File: src/mea_pkg.sv
// ----------------------------------------------------------------------------
// mea_pkg
// Widths, datapath commands and status shared by the arc point generator.
// ----------------------------------------------------------------------------
`default_nettype none

package mea_pkg;

    localparam int COORD_W = 16;
    localparam int RAD_W   = 6;
    localparam int OFF_W   = 7;
    localparam int SQ_W    = 11;
    localparam int TMP_W   = 12;
    localparam int PROD_W  = 24;
    localparam int SLOPE_W = 19;
    localparam int DEC_W   = 26;

    localparam logic [RAD_W-1:0] RADIUS_MAX = 6'd32;

    typedef enum logic [4:0] {
        CMD_NONE,
        CMD_LOAD,
        CMD_SQ_RX,
        CMD_SQ_RY,
        CMD_R1_MUL,
        CMD_R1_START,
        CMD_R1_STEP,
        CMD_R2_X2,
        CMD_R2_MA,
        CMD_R2_Y2,
        CMD_R2_MB,
        CMD_R2_ACC,
        CMD_R2_START,
        CMD_R2_STEP,
        CMD_C_START,
        CMD_C_STEP,
        CMD_C_SWAP,
        CMD_EMPTY
    } t_cmd;

    typedef struct packed {
        logic rad_eq;
        logic rx_zero;
        logic ry_zero;
        logic circ_more;
        logic r1_more;
        logic r2_more;
    } t_status;

endpackage

`default_nettype wire

File: src/mea_if.sv
// ----------------------------------------------------------------------------
// Request and point channels
// Valid/ready channels; a transaction completes when both are high.
// ----------------------------------------------------------------------------
`default_nettype none

interface mea_req_if;
    logic                                valid;
    logic                                ready;
    logic signed [mea_pkg::COORD_W-1:0]  center_x;
    logic signed [mea_pkg::COORD_W-1:0]  center_y;
    logic        [mea_pkg::RAD_W-1:0]    radius_x;
    logic        [mea_pkg::RAD_W-1:0]    radius_y;

    modport source (output valid, center_x, center_y, radius_x, radius_y, input ready);
    modport sink   (input valid, center_x, center_y, radius_x, radius_y, output ready);
endinterface

interface mea_pt_if;
    logic                                valid;
    logic                                ready;
    logic signed [mea_pkg::COORD_W-1:0]  point_x;
    logic signed [mea_pkg::COORD_W-1:0]  point_y;
    logic                                last;
    logic                                empty_res;

    modport source (output valid, point_x, point_y, last, empty_res, input ready);
    modport sink   (input valid, point_x, point_y, last, empty_res, output ready);
endinterface

`default_nettype wire

File: src/midpoint_ellipse_arc_points.sv
// A circle request goes from the load straight to the circle start terms; an ellipse request
// first squares both radii and forms the region-one start terms on one shared multiplier,
// and a second multiply sequence sets up region two. Within each arc loop, points leave
// back to back while the sink takes them.
// A new request is taken only after the last point of the previous one has been produced.
// Reset is synchronous and active low; it clears the sequencer state and the output valid.
// ----------------------------------------------------------------------------
// midpoint_ellipse_arc_points
// Quarter-arc point generator for an axis-aligned circle or ellipse.
// ----------------------------------------------------------------------------
`default_nettype none

module midpoint_ellipse_arc_points (
    input  wire logic  i_clk,
    input  wire logic  i_rst_n,
    mea_req_if.sink    i_req,
    mea_pt_if.source   o_pt
);
    import mea_pkg::*;

    t_cmd    cmd;
    t_status status;
    logic    in_ready;
    logic    out_valid;

    mea_ctrl u_ctrl (
        .i_clk       (i_clk),
        .i_rst_n     (i_rst_n),
        .i_in_valid  (i_req.valid),
        .o_in_ready  (in_ready),
        .o_out_valid (out_valid),
        .i_out_ready (o_pt.ready),
        .i_status    (status),
        .o_cmd       (cmd)
    );

    mea_dp u_dp (
        .i_clk       (i_clk),
        .i_cmd       (cmd),
        .i_center_x  (i_req.center_x),
        .i_center_y  (i_req.center_y),
        .i_radius_x  (i_req.radius_x),
        .i_radius_y  (i_req.radius_y),
        .o_status    (status),
        .o_point_x   (o_pt.point_x),
        .o_point_y   (o_pt.point_y),
        .o_last      (o_pt.last),
        .o_empty_res (o_pt.empty_res)
    );

    assign i_req.ready = in_ready;
    assign o_pt.valid  = out_valid;

endmodule

`default_nettype wire

File: src/mea_ctrl.sv
// ----------------------------------------------------------------------------
// mea_ctrl
// Sequencer: steps the datapath through setup and the arc loops.
// ----------------------------------------------------------------------------
`default_nettype none

module mea_ctrl (
    input  wire logic             i_clk,
    input  wire logic             i_rst_n,
    input  wire logic             i_in_valid,
    output logic                  o_in_ready,
    output logic                  o_out_valid,
    input  wire logic             i_out_ready,
    input  wire mea_pkg::t_status i_status,
    output mea_pkg::t_cmd         o_cmd
);
    import mea_pkg::*;

    typedef enum logic [3:0] {
        S_IDLE,
        S_DECIDE,
        S_EMPTY,
        S_CIRC,
        S_SWAP,
        S_SQ_RY,
        S_R1_MUL,
        S_R1_START,
        S_R1,
        S_R2_MA,
        S_R2_Y2,
        S_R2_MB,
        S_R2_ACC,
        S_R2_START,
        S_R2
    } t_state;

    t_state r_state, n_state;
    logic   r_out_valid, n_out_valid;
    logic   slot_free;
    logic   emit;

    assign slot_free   = !r_out_valid || i_out_ready;
    assign o_in_ready  = (r_state == S_IDLE);
    assign o_out_valid = r_out_valid;

    always_comb begin
        n_state = r_state;
        o_cmd   = CMD_NONE;
        emit    = 1'b0;
        unique case (r_state)
            S_IDLE: begin
                if (i_in_valid) begin
                    o_cmd   = CMD_LOAD;
                    n_state = S_DECIDE;
                end
            end
            S_DECIDE: begin
                if (i_status.rad_eq) begin
                    if (i_status.rx_zero) begin
                        n_state = S_EMPTY;
                    end else begin
                        o_cmd   = CMD_C_START;
                        n_state = S_CIRC;
                    end
                end else if (i_status.ry_zero) begin
                    n_state = S_EMPTY;
                end else begin
                    o_cmd   = CMD_SQ_RX;
                    n_state = S_SQ_RY;
                end
            end
            S_EMPTY: begin
                if (slot_free) begin
                    o_cmd   = CMD_EMPTY;
                    emit    = 1'b1;
                    n_state = S_IDLE;
                end
            end
            S_CIRC: begin
                if (!i_status.circ_more) begin
                    n_state = S_IDLE;
                end else if (slot_free) begin
                    o_cmd   = CMD_C_STEP;
                    emit    = 1'b1;
                    n_state = S_SWAP;
                end
            end
            S_SWAP: begin
                if (slot_free) begin
                    o_cmd   = CMD_C_SWAP;
                    emit    = 1'b1;
                    n_state = S_CIRC;
                end
            end
            S_SQ_RY: begin
                o_cmd   = CMD_SQ_RY;
                n_state = S_R1_MUL;
            end
            S_R1_MUL: begin
                o_cmd   = CMD_R1_MUL;
                n_state = S_R1_START;
            end
            S_R1_START: begin
                o_cmd   = CMD_R1_START;
                n_state = S_R1;
            end
            S_R1: begin
                if (!i_status.r1_more) begin
                    o_cmd   = CMD_R2_X2;
                    n_state = S_R2_MA;
                end else if (slot_free) begin
                    o_cmd = CMD_R1_STEP;
                    emit  = 1'b1;
                end
            end
            S_R2_MA: begin
                o_cmd   = CMD_R2_MA;
                n_state = S_R2_Y2;
            end
            S_R2_Y2: begin
                o_cmd   = CMD_R2_Y2;
                n_state = S_R2_MB;
            end
            S_R2_MB: begin
                o_cmd   = CMD_R2_MB;
                n_state = S_R2_ACC;
            end
            S_R2_ACC: begin
                o_cmd   = CMD_R2_ACC;
                n_state = S_R2_START;
            end
            S_R2_START: begin
                o_cmd   = CMD_R2_START;
                n_state = S_R2;
            end
            S_R2: begin
                if (!i_status.r2_more) begin
                    n_state = S_IDLE;
                end else if (slot_free) begin
                    o_cmd = CMD_R2_STEP;
                    emit  = 1'b1;
                end
            end
            default: begin
                n_state = S_IDLE;
            end
        endcase
    end

    always_comb begin
        if (emit) begin
            n_out_valid = 1'b1;
        end else if (i_out_ready) begin
            n_out_valid = 1'b0;
        end else begin
            n_out_valid = r_out_valid;
        end
    end

    always_ff @(posedge i_clk) begin
        if (!i_rst_n) begin
            r_state     <= S_IDLE;
            r_out_valid <= 1'b0;
        end else begin
            r_state     <= n_state;
            r_out_valid <= n_out_valid;
        end
    end

endmodule

`default_nettype wire

File: src/mea_dp.sv
// ----------------------------------------------------------------------------
// mea_dp
// Datapath: offsets, slope terms, decision term, shared multiplier, output.
// ----------------------------------------------------------------------------
`default_nettype none

module mea_dp (
    input  wire logic                              i_clk,
    input  wire mea_pkg::t_cmd                     i_cmd,
    input  wire logic signed [mea_pkg::COORD_W-1:0] i_center_x,
    input  wire logic signed [mea_pkg::COORD_W-1:0] i_center_y,
    input  wire logic        [mea_pkg::RAD_W-1:0]   i_radius_x,
    input  wire logic        [mea_pkg::RAD_W-1:0]   i_radius_y,
    output mea_pkg::t_status                       o_status,
    output logic signed      [mea_pkg::COORD_W-1:0] o_point_x,
    output logic signed      [mea_pkg::COORD_W-1:0] o_point_y,
    output logic                                   o_last,
    output logic                                   o_empty_res
);
    import mea_pkg::*;

    logic signed [COORD_W-1:0] r_cx, r_cy;
    logic        [RAD_W-1:0]   r_rx, r_ry;
    logic        [SQ_W-1:0]    r_rx2, r_ry2;
    logic        [OFF_W-1:0]   r_x, r_y;
    logic signed [SLOPE_W-1:0] r_dx, r_dy;
    logic signed [DEC_W-1:0]   r_f;
    logic        [TMP_W-1:0]   r_tmp;
    logic        [PROD_W-1:0]  r_prod;
    logic signed [DEC_W-1:0]   r_acc;
    logic signed [COORD_W-1:0] r_px, r_py;
    logic                      r_last, r_empty;

    logic        [TMP_W-1:0]   mul_a, mul_b;
    logic        [PROD_W-1:0]  mul;
    logic        [OFF_W-1:0]   ym1;
    logic        [SQ_W:0]      rx2_p2, ry2_p2;

    logic signed [DEC_W-1:0]   e_rx, e_rx2, e_ry2, e_rx2q, e_ry2q, e_prod;
    logic signed [SLOPE_W-1:0] s_rx2x2, s_ry2x2, s_dy0;

    logic                      c1;
    logic        [OFF_W-1:0]   x1, y1;
    logic signed [SLOPE_W-1:0] dx1, dy1;
    logic signed [DEC_W-1:0]   f1a, f1;
    logic                      last1;

    logic                      c2;
    logic        [OFF_W-1:0]   x2, y2;
    logic signed [SLOPE_W-1:0] dx2, dy2;
    logic signed [DEC_W-1:0]   f2a, f2;

    logic        [OFF_W-1:0]   ci, cj;
    logic signed [DEC_W-1:0]   e_ci2, e_y2x, fc;

    logic signed [DEC_W-1:0]   f_r1_start, f_r2_start, f_c_start;
    logic        [RAD_W-1:0]   rx_sat, ry_sat;

    assign rx_sat = (i_radius_x > RADIUS_MAX) ? RADIUS_MAX : i_radius_x;
    assign ry_sat = (i_radius_y > RADIUS_MAX) ? RADIUS_MAX : i_radius_y;

    // Shared multiplier; operands chosen by the current command.
    assign ym1 = (r_y == '0) ? OFF_W'(1) : r_y - OFF_W'(1);

    always_comb begin
        mul_a = '0;
        mul_b = '0;
        unique case (i_cmd)
            CMD_SQ_RX: begin
                mul_a = TMP_W'(r_rx);
                mul_b = TMP_W'(r_rx);
            end
            CMD_SQ_RY: begin
                mul_a = TMP_W'(r_ry);
                mul_b = TMP_W'(r_ry);
            end
            CMD_R1_MUL: begin
                mul_a = TMP_W'(r_rx2);
                mul_b = TMP_W'(r_ry);
            end
            CMD_R2_X2: begin
                mul_a = TMP_W'(r_x);
                mul_b = TMP_W'(r_x);
            end
            CMD_R2_MA: begin
                mul_a = TMP_W'(r_ry2);
                mul_b = r_tmp;
            end
            CMD_R2_Y2: begin
                mul_a = TMP_W'(ym1);
                mul_b = TMP_W'(ym1);
            end
            CMD_R2_MB: begin
                mul_a = TMP_W'(r_rx2);
                mul_b = r_tmp;
            end
            CMD_R2_ACC: begin
                mul_a = TMP_W'(r_rx2);
                mul_b = TMP_W'(r_ry2);
            end
            default: begin
            end
        endcase
    end

    assign mul = mul_a * mul_b;

    assign rx2_p2 = {1'b0, r_rx2} + (SQ_W+1)'(2);
    assign ry2_p2 = {1'b0, r_ry2} + (SQ_W+1)'(2);

    assign e_rx    = $signed({{(DEC_W-RAD_W){1'b0}}, r_rx});
    assign e_rx2   = $signed({{(DEC_W-SQ_W){1'b0}}, r_rx2});
    assign e_ry2   = $signed({{(DEC_W-SQ_W){1'b0}}, r_ry2});
    assign e_rx2q  = $signed({{(DEC_W-SQ_W+1){1'b0}}, rx2_p2[SQ_W:2]});
    assign e_ry2q  = $signed({{(DEC_W-SQ_W+1){1'b0}}, ry2_p2[SQ_W:2]});
    assign e_prod  = $signed({{(DEC_W-PROD_W){1'b0}}, r_prod});
    assign s_rx2x2 = $signed({{(SLOPE_W-SQ_W-1){1'b0}}, r_rx2, 1'b0});
    assign s_ry2x2 = $signed({{(SLOPE_W-SQ_W-1){1'b0}}, r_ry2, 1'b0});
    assign s_dy0   = $signed({1'b0, r_prod[SLOPE_W-3:0], 1'b0});

    // Start terms: the quarter term is folded in as floor((c + 2) / 4).
    assign f_r1_start = e_ry2 - e_prod + e_rx2q;
    assign f_r2_start = r_acc - e_prod + e_ry2q;
    assign f_c_start  = DEC_W'(1) - e_rx;

    // Region one step.
    assign c1    = (r_f >= 0);
    assign y1    = c1 ? r_y - OFF_W'(1) : r_y;
    assign dy1   = c1 ? r_dy - s_rx2x2 : r_dy;
    assign f1a   = c1 ? r_f - DEC_W'(dy1) : r_f;
    assign x1    = r_x + OFF_W'(1);
    assign dx1   = r_dx + s_ry2x2;
    assign f1    = f1a + DEC_W'(dx1) + e_ry2;
    assign last1 = !(dx1 < dy1) && (y1 == '0);

    // Region two step.
    assign c2  = (r_f <= 0);
    assign x2  = c2 ? r_x + OFF_W'(1) : r_x;
    assign dx2 = c2 ? r_dx + s_ry2x2 : r_dx;
    assign f2a = c2 ? r_f + DEC_W'(dx2) : r_f;
    assign y2  = r_y - OFF_W'(1);
    assign dy2 = r_dy - s_rx2x2;
    assign f2  = f2a + e_rx2 - DEC_W'(dy2);

    // Circle step.
    assign ci    = r_x + OFF_W'(1);
    assign e_ci2 = $signed({{(DEC_W-OFF_W-1){1'b0}}, ci, 1'b0});
    assign e_y2x = $signed({{(DEC_W-OFF_W-1){1'b0}}, r_y, 1'b0});
    assign fc    = (r_f < 0) ? r_f + e_ci2 - DEC_W'(1) : r_f + e_ci2 - e_y2x;
    assign cj    = (r_f < 0) ? r_y : r_y - OFF_W'(1);

    always_ff @(posedge i_clk) begin
        unique case (i_cmd)
            CMD_LOAD: begin
                r_cx <= i_center_x;
                r_cy <= i_center_y;
                r_rx <= rx_sat;
                r_ry <= ry_sat;
            end
            CMD_SQ_RX: begin
                r_rx2 <= mul[SQ_W-1:0];
            end
            CMD_SQ_RY: begin
                r_ry2 <= mul[SQ_W-1:0];
            end
            CMD_R1_MUL: begin
                r_prod <= mul;
            end
            CMD_R1_START: begin
                r_x  <= '0;
                r_y  <= OFF_W'(r_ry);
                r_dx <= '0;
                r_dy <= s_dy0;
                r_f  <= f_r1_start;
            end
            CMD_R1_STEP: begin
                r_x     <= x1;
                r_y     <= y1;
                r_dx    <= dx1;
                r_dy    <= dy1;
                r_f     <= f1;
                r_px    <= r_cx + $signed({{(COORD_W-OFF_W){1'b0}}, x1});
                r_py    <= r_cy + $signed({{(COORD_W-OFF_W){1'b0}}, y1});
                r_last  <= last1;
                r_empty <= 1'b0;
            end
            CMD_R2_X2: begin
                r_tmp <= mul[TMP_W-1:0] + TMP_W'(r_x);
            end
            CMD_R2_MA: begin
                r_prod <= mul;
            end
            CMD_R2_Y2: begin
                r_tmp <= mul[TMP_W-1:0];
                r_acc <= e_prod;
            end
            CMD_R2_MB: begin
                r_prod <= mul;
            end
            CMD_R2_ACC: begin
                r_acc  <= r_acc + e_prod;
                r_prod <= mul;
            end
            CMD_R2_START: begin
                r_f <= f_r2_start;
            end
            CMD_R2_STEP: begin
                r_x     <= x2;
                r_y     <= y2;
                r_dx    <= dx2;
                r_dy    <= dy2;
                r_f     <= f2;
                r_px    <= r_cx + $signed({{(COORD_W-OFF_W){1'b0}}, x2});
                r_py    <= r_cy + $signed({{(COORD_W-OFF_W){1'b0}}, y2});
                r_last  <= (y2 == '0);
                r_empty <= 1'b0;
            end
            CMD_C_START: begin
                r_x <= '0;
                r_y <= OFF_W'(r_rx);
                r_f <= f_c_start;
            end
            CMD_C_STEP: begin
                r_x     <= ci;
                r_y     <= cj;
                r_f     <= fc;
                r_px    <= r_cx + $signed({{(COORD_W-OFF_W){1'b0}}, ci});
                r_py    <= r_cy + $signed({{(COORD_W-OFF_W){1'b0}}, cj});
                r_last  <= 1'b0;
                r_empty <= 1'b0;
            end
            CMD_C_SWAP: begin
                r_px    <= r_cx + $signed({{(COORD_W-OFF_W){1'b0}}, r_y});
                r_py    <= r_cy + $signed({{(COORD_W-OFF_W){1'b0}}, r_x});
                r_last  <= !(r_x < r_y);
                r_empty <= 1'b0;
            end
            CMD_EMPTY: begin
                r_px    <= '0;
                r_py    <= '0;
                r_last  <= 1'b1;
                r_empty <= 1'b1;
            end
            default: begin
            end
        endcase
    end

    assign o_status.rad_eq    = (r_rx == r_ry);
    assign o_status.rx_zero   = (r_rx == '0);
    assign o_status.ry_zero   = (r_ry == '0);
    assign o_status.circ_more = (r_x < r_y);
    assign o_status.r1_more   = (r_dx < r_dy);
    assign o_status.r2_more   = (r_y != '0);

    assign o_point_x   = r_px;
    assign o_point_y   = r_py;
    assign o_last      = r_last;
    assign o_empty_res = r_empty;

endmodule

`default_nettype wire

File: src/flat_wrapper.sv
// flat-port wrapper written by rule: the top's interface ports become plain ports
module midpoint_ellipse_arc_points_flat import mea_pkg::*;
  (i_clk, i_rst_n, i_req_valid, i_req_center_x, i_req_center_y, i_req_radius_x, i_req_radius_y, i_req_ready, o_pt_valid, o_pt_point_x, o_pt_point_y, o_pt_last, o_pt_empty_res, o_pt_ready);
  mea_req_if i_req_i ();
  mea_pt_if o_pt_i ();
  input  wire logic i_clk;
  input  wire logic i_rst_n;
  input wire logic [$bits(i_req_i.valid)-1:0] i_req_valid;
  input wire logic [$bits(i_req_i.center_x)-1:0] i_req_center_x;
  input wire logic [$bits(i_req_i.center_y)-1:0] i_req_center_y;
  input wire logic [$bits(i_req_i.radius_x)-1:0] i_req_radius_x;
  input wire logic [$bits(i_req_i.radius_y)-1:0] i_req_radius_y;
  output wire logic [$bits(i_req_i.ready)-1:0] i_req_ready;
  output wire logic [$bits(o_pt_i.valid)-1:0] o_pt_valid;
  output wire logic [$bits(o_pt_i.point_x)-1:0] o_pt_point_x;
  output wire logic [$bits(o_pt_i.point_y)-1:0] o_pt_point_y;
  output wire logic [$bits(o_pt_i.last)-1:0] o_pt_last;
  output wire logic [$bits(o_pt_i.empty_res)-1:0] o_pt_empty_res;
  input wire logic [$bits(o_pt_i.ready)-1:0] o_pt_ready;
  assign i_req_i.valid = i_req_valid;
  assign i_req_i.center_x = i_req_center_x;
  assign i_req_i.center_y = i_req_center_y;
  assign i_req_i.radius_x = i_req_radius_x;
  assign i_req_i.radius_y = i_req_radius_y;
  assign i_req_ready = i_req_i.ready;
  assign o_pt_valid = o_pt_i.valid;
  assign o_pt_point_x = o_pt_i.point_x;
  assign o_pt_point_y = o_pt_i.point_y;
  assign o_pt_last = o_pt_i.last;
  assign o_pt_empty_res = o_pt_i.empty_res;
  assign o_pt_i.ready = o_pt_ready;
  midpoint_ellipse_arc_points u_core (.i_clk(i_clk), .i_rst_n(i_rst_n), .i_req(i_req_i), .o_pt(o_pt_i));
endmodule
File: config.mk
export PLATFORM = sky130hd
export DESIGN_NAME = midpoint_ellipse_arc_points_flat
export DESIGN_NICKNAME = d
export VERILOG_FILES = /design/src/mea_pkg.sv /design/src/mea_if.sv /design/src/midpoint_ellipse_arc_points.sv /design/src/mea_ctrl.sv /design/src/mea_dp.sv /design/src/flat_wrapper.sv
export SDC_FILE = /design/constraint.sdc
export NUM_CORES = 2
export LEC_CHECK = 0
export BUFFER_PORTS_ARGS = -buffer_cell sky130_fd_sc_hd__buf_2
export CAP_MARGIN = 20
export CORE_ASPECT_RATIO = 0.6
export CORE_MARGIN = 2
export CORE_UTILIZATION = 40
export DETAILED_ROUTE_END_ITERATION = 12
export GPL_TIMING_DRIVEN = 1
export PLACE_DENSITY_LB_ADDON = 0.25
export SLEW_MARGIN = 20
export SYNTH_ARGS = -nofsm -noshare
export SYNTH_HDL_FRONTEND = slang
export SYNTH_SLANG_ARGS = --single-unit
export TNS_END_PERCENT = 100
File: constraint.sdc
create_clock -name i_clk -period 10.45 [get_ports i_clk]
set_input_delay 0.5225 -clock i_clk [delete_from_list [all_inputs] [get_ports i_clk]]
set_output_delay 0.5225 -clock i_clk [all_outputs]
set_load 0.05 [all_outputs]
# Word-level counts from Yosys, hierarchy flattened
# Index checks and enable logic that the tools add are counted.
[classes]
addsub = 29
muxes = 53
n_mul = 1
eq_ne = 38
reduce_logical = 31
n_lt_le_gt_ge = 8
[op_table]
columns = ["operator", "count"]
rows = [
  ["$pmux W26 S6", 1],
  ["$pmux W19 S3", 2],
  ["$add A16 B8 Y16", 7],
  ["$pmux W16 S5", 1],
  ["$mux W26", 3],
  ["$pmux W5 S15", 1],
  ["$pmux W12 S6", 1],
  ["$pmux W11 S6", 1],
  ["$pmux W16 S4", 1],
  ["$pmux W4 S15", 1],
  ["$add A26 B12 Y26", 2],
  ["$add A26 B19 Y26", 2],
  ["$mux W4", 13],
  ["$pmux W26 S2", 1],
  ["$sub A26 B19 Y26", 2],
  ["$eq A5 B4 Y1 const B", 8],
  ["$lt A19 B19 Y1", 2],
  ["$mux W19", 2],
  ["$pmux W7 S5", 1],
  ["$eq A4 B4 Y1 const B", 7],
  ["$mux W7", 4],
  ["$add A25 B11 Y26", 1],
  ["$add A26 B11 Y26", 1],
  ["$add A26 B25 Y26", 1],
  ["53 further kinds", 94],
]
[word_totals]
register_bits = 245
word_cells = 180

# Longest topological paths before layout
[logic_depth]
word_depth = 11
mapped_depth = 35
mapped_depth_nobuf = 35

# Hierarchy
# A second synthesis with hierarchy kept.
[unflattened]
hier_cells = 3683
hier_area_um2 = 31536.5
[modules_own_cells]
columns = ["mod", "seq_area_each_um2", "n_inst", "area_each_um2", "cells_per_inst"]
rows = [
  ["mea_dp", 7146.9, 1, 30870.9, 3591],
  ["mea_ctrl", 100.1, 1, 665.6, 92],
]

# Least setup slack after synthesis
# No wires, ideal clock.
[synth_path]
path_kind = "register to register"
from = "register u_core.u_dp.r_dy[16]"
to = "register u_core.u_dp.r_prod[23] (data pin)"
t_arrival_ns = 7.759
required_ns = 10.192
setup_time_ns = 0.258
path_slack_ns = 2.433
path_buffers = 2
stages_incl_launch_ff = 31
cell_sequence = "edfxtp_1 clkbuf_1 inv_1 ha_1 a21o_1 a31oi_1 o21ai_0 o31a_1 or2_1 nor4_4 a221oi_1 and2_1 clkbuf_1 or2_2 fa_1 fa_1 inv_1 fa_1 fa_1 inv_1 fa_1 inv_1 ha_1 nand2_1 o21ai_0 a41oi_1 a2111oi_0 nor3_1 o41ai_1 a21oi_1 xnor2_1"
[synth_via]
elab_chain_len = 7
[synth_rtl]
columns = ["item", "line", "rtl"]
rows = [
  ["start, declared", "mea_dp.sv:26", "logic signed [SLOPE_W-1:0] r_dx, r_dy;"],
  ["start signal, assigned", "mea_dp.sv:173", "r_dy <= s_dy0;"],
  ["start signal, assigned", "mea_dp.sv:180", "r_dy <= dy1;"],
  ["start signal, assigned", "mea_dp.sv:211", "r_dy <= dy2;"],
  ["$lt A19 B19 Y1 (*)", "mea_dp.sv:253", "assign o_status.r1_more = (r_dx < r_dy);"],
  ["$mux W3 (*)", "mea_ctrl.sv:108", "if (!i_status.r1_more) begin"],
  ["$pmux W5 S15 (*)", "mea_ctrl.sv:50", "unique case (r_state)"],
  ["$eq A5 B4 Y1 (tied with other cells)", "mea_dp.sv:68", "unique case (i_cmd)"],
  ["$reduce_or A3 Y1 (no line) or $reduce_or A2 Y1 (tied branches)", "n/a", ""],
  ["$pmux W11 S6 or $pmux W12 S6 (tied branches)", "mea_dp.sv:68", ""],
  ["$mul A12 B12 Y24 (*)", "mea_dp.sv:106", "assign mul = mul_a * mul_b;"],
  ["named net u_core.u_dp.mul[23]", "mea_dp.sv:35", "logic [PROD_W-1:0] mul;"],
  ["end signal, assigned", "mea_dp.sv:167", "r_prod <= mul;"],
  ["end signal, assigned", "mea_dp.sv:191", "r_prod <= mul;"],
  ["end signal, assigned", "mea_dp.sv:198", "r_prod <= mul;"],
  ["end, declared", "mea_dp.sv:29", "logic [PROD_W-1:0] r_prod;"],
]
# The timed path passes the listed nets; every way through them passes the cells marked *.
# A chain may end at the register's enable or synchronous reset.

# Worst setup path after layout
[layout_path]
from = "register u_core.u_dp.r_dx[12]"
to = "register u_core.u_dp.r_prod[23] (data pin)"
[layout_via]
elab_chain_len = 7
[layout_rtl]
columns = ["item", "line", "rtl"]
rows = [
  ["start, declared", "mea_dp.sv:26", ""],
  ["start signal, assigned", "mea_dp.sv:172", "r_dx <= '0;"],
  ["start signal, assigned", "mea_dp.sv:179", "r_dx <= dx1;"],
  ["start signal, assigned", "mea_dp.sv:210", "r_dx <= dx2;"],
  ["$lt A19 B19 Y1 (*)", "mea_dp.sv:253", ""],
  ["$mux W3 (*)", "mea_ctrl.sv:108", ""],
  ["$pmux W5 S15 (*)", "mea_ctrl.sv:50", ""],
  ["$eq A5 B4 Y1 (tied with other cells)", "mea_dp.sv:68", ""],
  ["$reduce_or A3 Y1 (no line) or $reduce_or A2 Y1 (tied branches)", "n/a", ""],
  ["$pmux W11 S6 or $pmux W12 S6 (tied branches)", "mea_dp.sv:68", ""],
  ["$mul A12 B12 Y24 (*)", "mea_dp.sv:106", ""],
  ["named net u_core.u_dp.mul[23]", "mea_dp.sv:35", ""],
]
# Marks and branches as above.

==> impl_results.md <==
* Post-DP HPWL at slightly below 90,000 µm
* Setup crit start kind: register
* Final setup violating endpoints at 0
* First-pass GRT wire length at ~160,000 µm
* Clock Latency Late Sink at slightly above 0.6 ns
* Worst path required time at 10.80 ns
* Iteration-0 DRC Markers at approximately 3,400
* Largest net degree at the start of global routing at 48
* CTS max path bufs at 3
* Via count at between 20,000 and 30,000
* Worst EP arrival at 10.11 ns
* Top achievable clock speed at about 0.10 GHz
* Total die area at between 0.08 and 0.09 mm²
* Final #Nets at ~4,200
* Final Hold Vio Count at 0
* Area of the multi-input gates at 0.02248 mm²
* Layout cell share with drive strength beyond 1 at around 7.4%
* Skew final at 0.02835 ns
* Initial core utilization at 40.46%
* Final Slew Violations at 0
* Commonest non-fill, non-tap cells in the layout: ha_1 (392), nor2_1 (333), inv_1 (316)
* Row count at 79
* Synthesized area at 0.03139 mm²
* Max incr delay on CP at roughly 0.75 ns
* Die height at 221.0 µm
* Routability cong. at about 0.99
* CTS tree: yes
* Final period utilization at roughly 93%
* Outcome: finished, final reports clean
* Crit path time final at 9.756 ns
* Net Count, Synth at approximately 4,200
* Synthesized area per cell at approximately 8.6 µm²
* I/O Buffers at 83
* Type of the worst setup path: reg2reg
* CP max-delay cell: a2111oi_0
* Via density at 5.935
* Number of synthesized flops with an enable pin at 238
* Remaining DRCs at 0
* Setup Fix Bufs, Post-CTS at 0
* Async S/R FF share, synth at 0%
* LEAKAGE at around 15 nW
* Worst slew margin at between 10% and 20%
* Max-Cap Viols at 0
* Htree depth at 1
* Critical path fanouts, max at 11
* Count of cell types in the netlist at about 100
* Pwr Density at 243.2 mW/mm²
* Worst vdd ir at roughly 230 µV
* Core footprint at ~0.078 mm²
* Crit end category: register
* Cells after Synth at 3,632
* Slew @ Worst Pin at about 1.3 ns
* Initial antenna violation count at 2
* Die X-Extent at between 300 and 400 µm
* Drt first pass iters at 6
* Commonest non-fill, non-tap cell in the layout: ha_1
* CTS root buffer: clkbuf_16
* Synth Register Bits at around 240
* Synthesis warning total at 0
* CTS sink cnt at between 200 and 250
* Fillcell total at between 7,000 and 8,000
* Synthesis-to-layout area growth at 8.194%
* Post-CTS Resized at 0
* Hold Worst Slack at 0.07432 ns
* Vias in the first global route at 25,849
* Hold Buf Count CTS at 0
* Overflow after GRT at 0
* IO Pins at 84
* Sequential fraction of the synthesis area at 23.08%
* RSZ-0062 raised after global routing: false
* Setup TNS at 0 ns
* Ys flop type: edfxtp_1
* Reg area at approximately 0.0072 mm²
* Reg clk slew, reported paths at about 0.070 ns
* Total length of routed wires at about 110,000 µm
* DR WL/cell at around 23 µm
* Num CTS Buffers at 28
* Final ANT Viol Nets at 0
* Hold/Removal Path Class: in2reg
* Total Routing Usage GR at a little over a quarter
==> per-layer routing <==
metal	global-route usage (%)	vias up	part of all wire [%]
met1	42.00	13373	48
met4	4.620	2	1.7
li1	-	13133	-
met3	11.67	140	15
met5	0	-	0.049
met2	32.45	1461	35
==> logic make-up after synthesis <==
group           after synthesis  share of synthesized area [%]
xor+xnor                    326                          9.139
flops                       243                          23.08
fa+ha+maj                   524                          24.04
buf+inv                     449                          5.524
mux                          28                         0.9326
compound gates              956                          20.54
simple gates               1106                          16.74
==> where the power goes <==
part	internal, W	leakage [nW]	switching (W)
clock network	0.000597	0.461	0.000487
logic	0.00199	11.8	0.00348
registers	0.00144	2.27	0.000269
total	0.00403	14.5	0.00424
==> metrics by stage <==
stage | util (%) | setup slack (ns) | total power [W] | cell area, µm² | cells
4_1_cts | 43.74 | 0.9336 | 0.008118 | 33940 | 4733
3_3_place_gp | 42.50 | 1.160 | 0.006974 | 32980 | 4682
5_1_grt | 43.77 | 0.2304 | 0.008812 | 33960 | 4734
2_1_floorplan | - | 2.433 | 0.005546 | 31390 | 3632
6_report | 43.77 | 0.6939 | 0.008262 | 33970 | 4736
3_5_place_dp | 42.50 | 1.005 | 0.006997 | 32980 | 4682
==> path summary, 6_finish.rpt <==
path | from | endpoint | slack, ns | depth (start not counted)
worst min register to register | u_core.u_dp.r_cy[11] | u_core.u_dp.o_point_y[11] | 0.60 | 2
worst max register to register | u_core.u_dp.r_dx[12] | u_core.u_dp.r_prod[23] | 0.69 | 30
worst max-delay path | u_core.u_dp.r_dx[12] | u_core.u_dp.r_prod[23] | 0.69 | 30
worst min-delay path | i_req_center_y[1] | u_core.u_dp.r_cy[1] | 0.07 | 1
==> area by class of cell <==
class	instances	area share, %
Timing Repair Buffer	130	2.254
Inverter	317	3.503
Sequential cell	243	21.34
Clock inverter	21	0.7441
Clock buffer	30	2.085
Multi-Input combinational cell	2940	66.18
Antenna cell	2	0.01473
Tap cell	1053	3.879
==> flip-flops by register name, indices dropped and copies added, names as in the netlist, 4 cells and up <==
register	cells
u_core.u_dp.r_acc	26
u_core.u_dp.r_f	26
u_core.u_dp.r_prod	24
u_core.u_dp.r_dx	18
u_core.u_dp.r_dy	18
u_core.u_dp.o_point_x	16
u_core.u_dp.o_point_y	16
u_core.u_dp.r_cx	16
u_core.u_dp.r_cy	16
u_core.u_dp.r_tmp	12
u_core.u_dp.r_rx2	11
u_core.u_dp.r_ry2	11
u_core.u_dp.r_x	7
u_core.u_dp.r_y	7
u_core.u_dp.r_rx	6
u_core.u_dp.r_ry	6
u_core.u_ctrl.r_state	4
==> synthesized netlist by cell type (10+ instances only) <==
cell type | number | area (µm²)
o22ai_1 | 15 | 93.84
a211oi_1 | 36 | 270.3
and2_1 | 26 | 162.7
a22oi_1 | 23 | 172.7
o21a_1 | 37 | 277.8
buf_2 | 12 | 60.06
a22o_1 | 24 | 210.2
xnor2_1 | 224 | 1962
a222oi_1 | 15 | 150.1
fa_1 | 132 | 2643
nand2_1 | 297 | 1115
nor3_1 | 78 | 390.4
nand3_1 | 91 | 455.4
nor2b_1 | 47 | 294.0
o221ai_1 | 19 | 166.4
a31oi_1 | 23 | 143.9
nand2b_1 | 53 | 331.6
a21oi_1 | 231 | 1156
nor2_1 | 338 | 1269
inv_1 | 316 | 1186
o211ai_1 | 22 | 165.2
buf_1 | 10 | 37.54
o21ai_0 | 208 | 1041
nand4_1 | 28 | 175.2
xor2_1 | 101 | 884.6
o2111ai_1 | 10 | 87.58
o21bai_1 | 38 | 285.3
and3_1 | 34 | 212.7
a211o_1 | 13 | 113.9
or3_1 | 24 | 150.1
clkbuf_1 | 102 | 382.9
or2_2 | 26 | 162.7
ha_1 | 392 | 4905
mux2_2 | 10 | 112.6
o31ai_1 | 21 | 157.7
a221oi_1 | 25 | 219.0
mux2i_1 | 18 | 180.2
a21o_1 | 74 | 555.5
nor4_1 | 20 | 125.1
edfxtp_1 | 238 | 7147
==> worst max-delay path: cells and delay by family, from the launching register on <==
| family | cells | cell delay [ns] |
|---|---|---|
| adders and majority gates | 7 | 2.93 |
| buffers and inverters | 4 | 0.21 |
| xor gates and xnor gates | 1 | 0.15 |
| and+or+nand+nor | 5 | 1.68 |
| AOI/OAI and AO/OA | 13 | 3.98 |
| DFF | 1 | 0.54 |
Power figures use the tool's default switching activity.
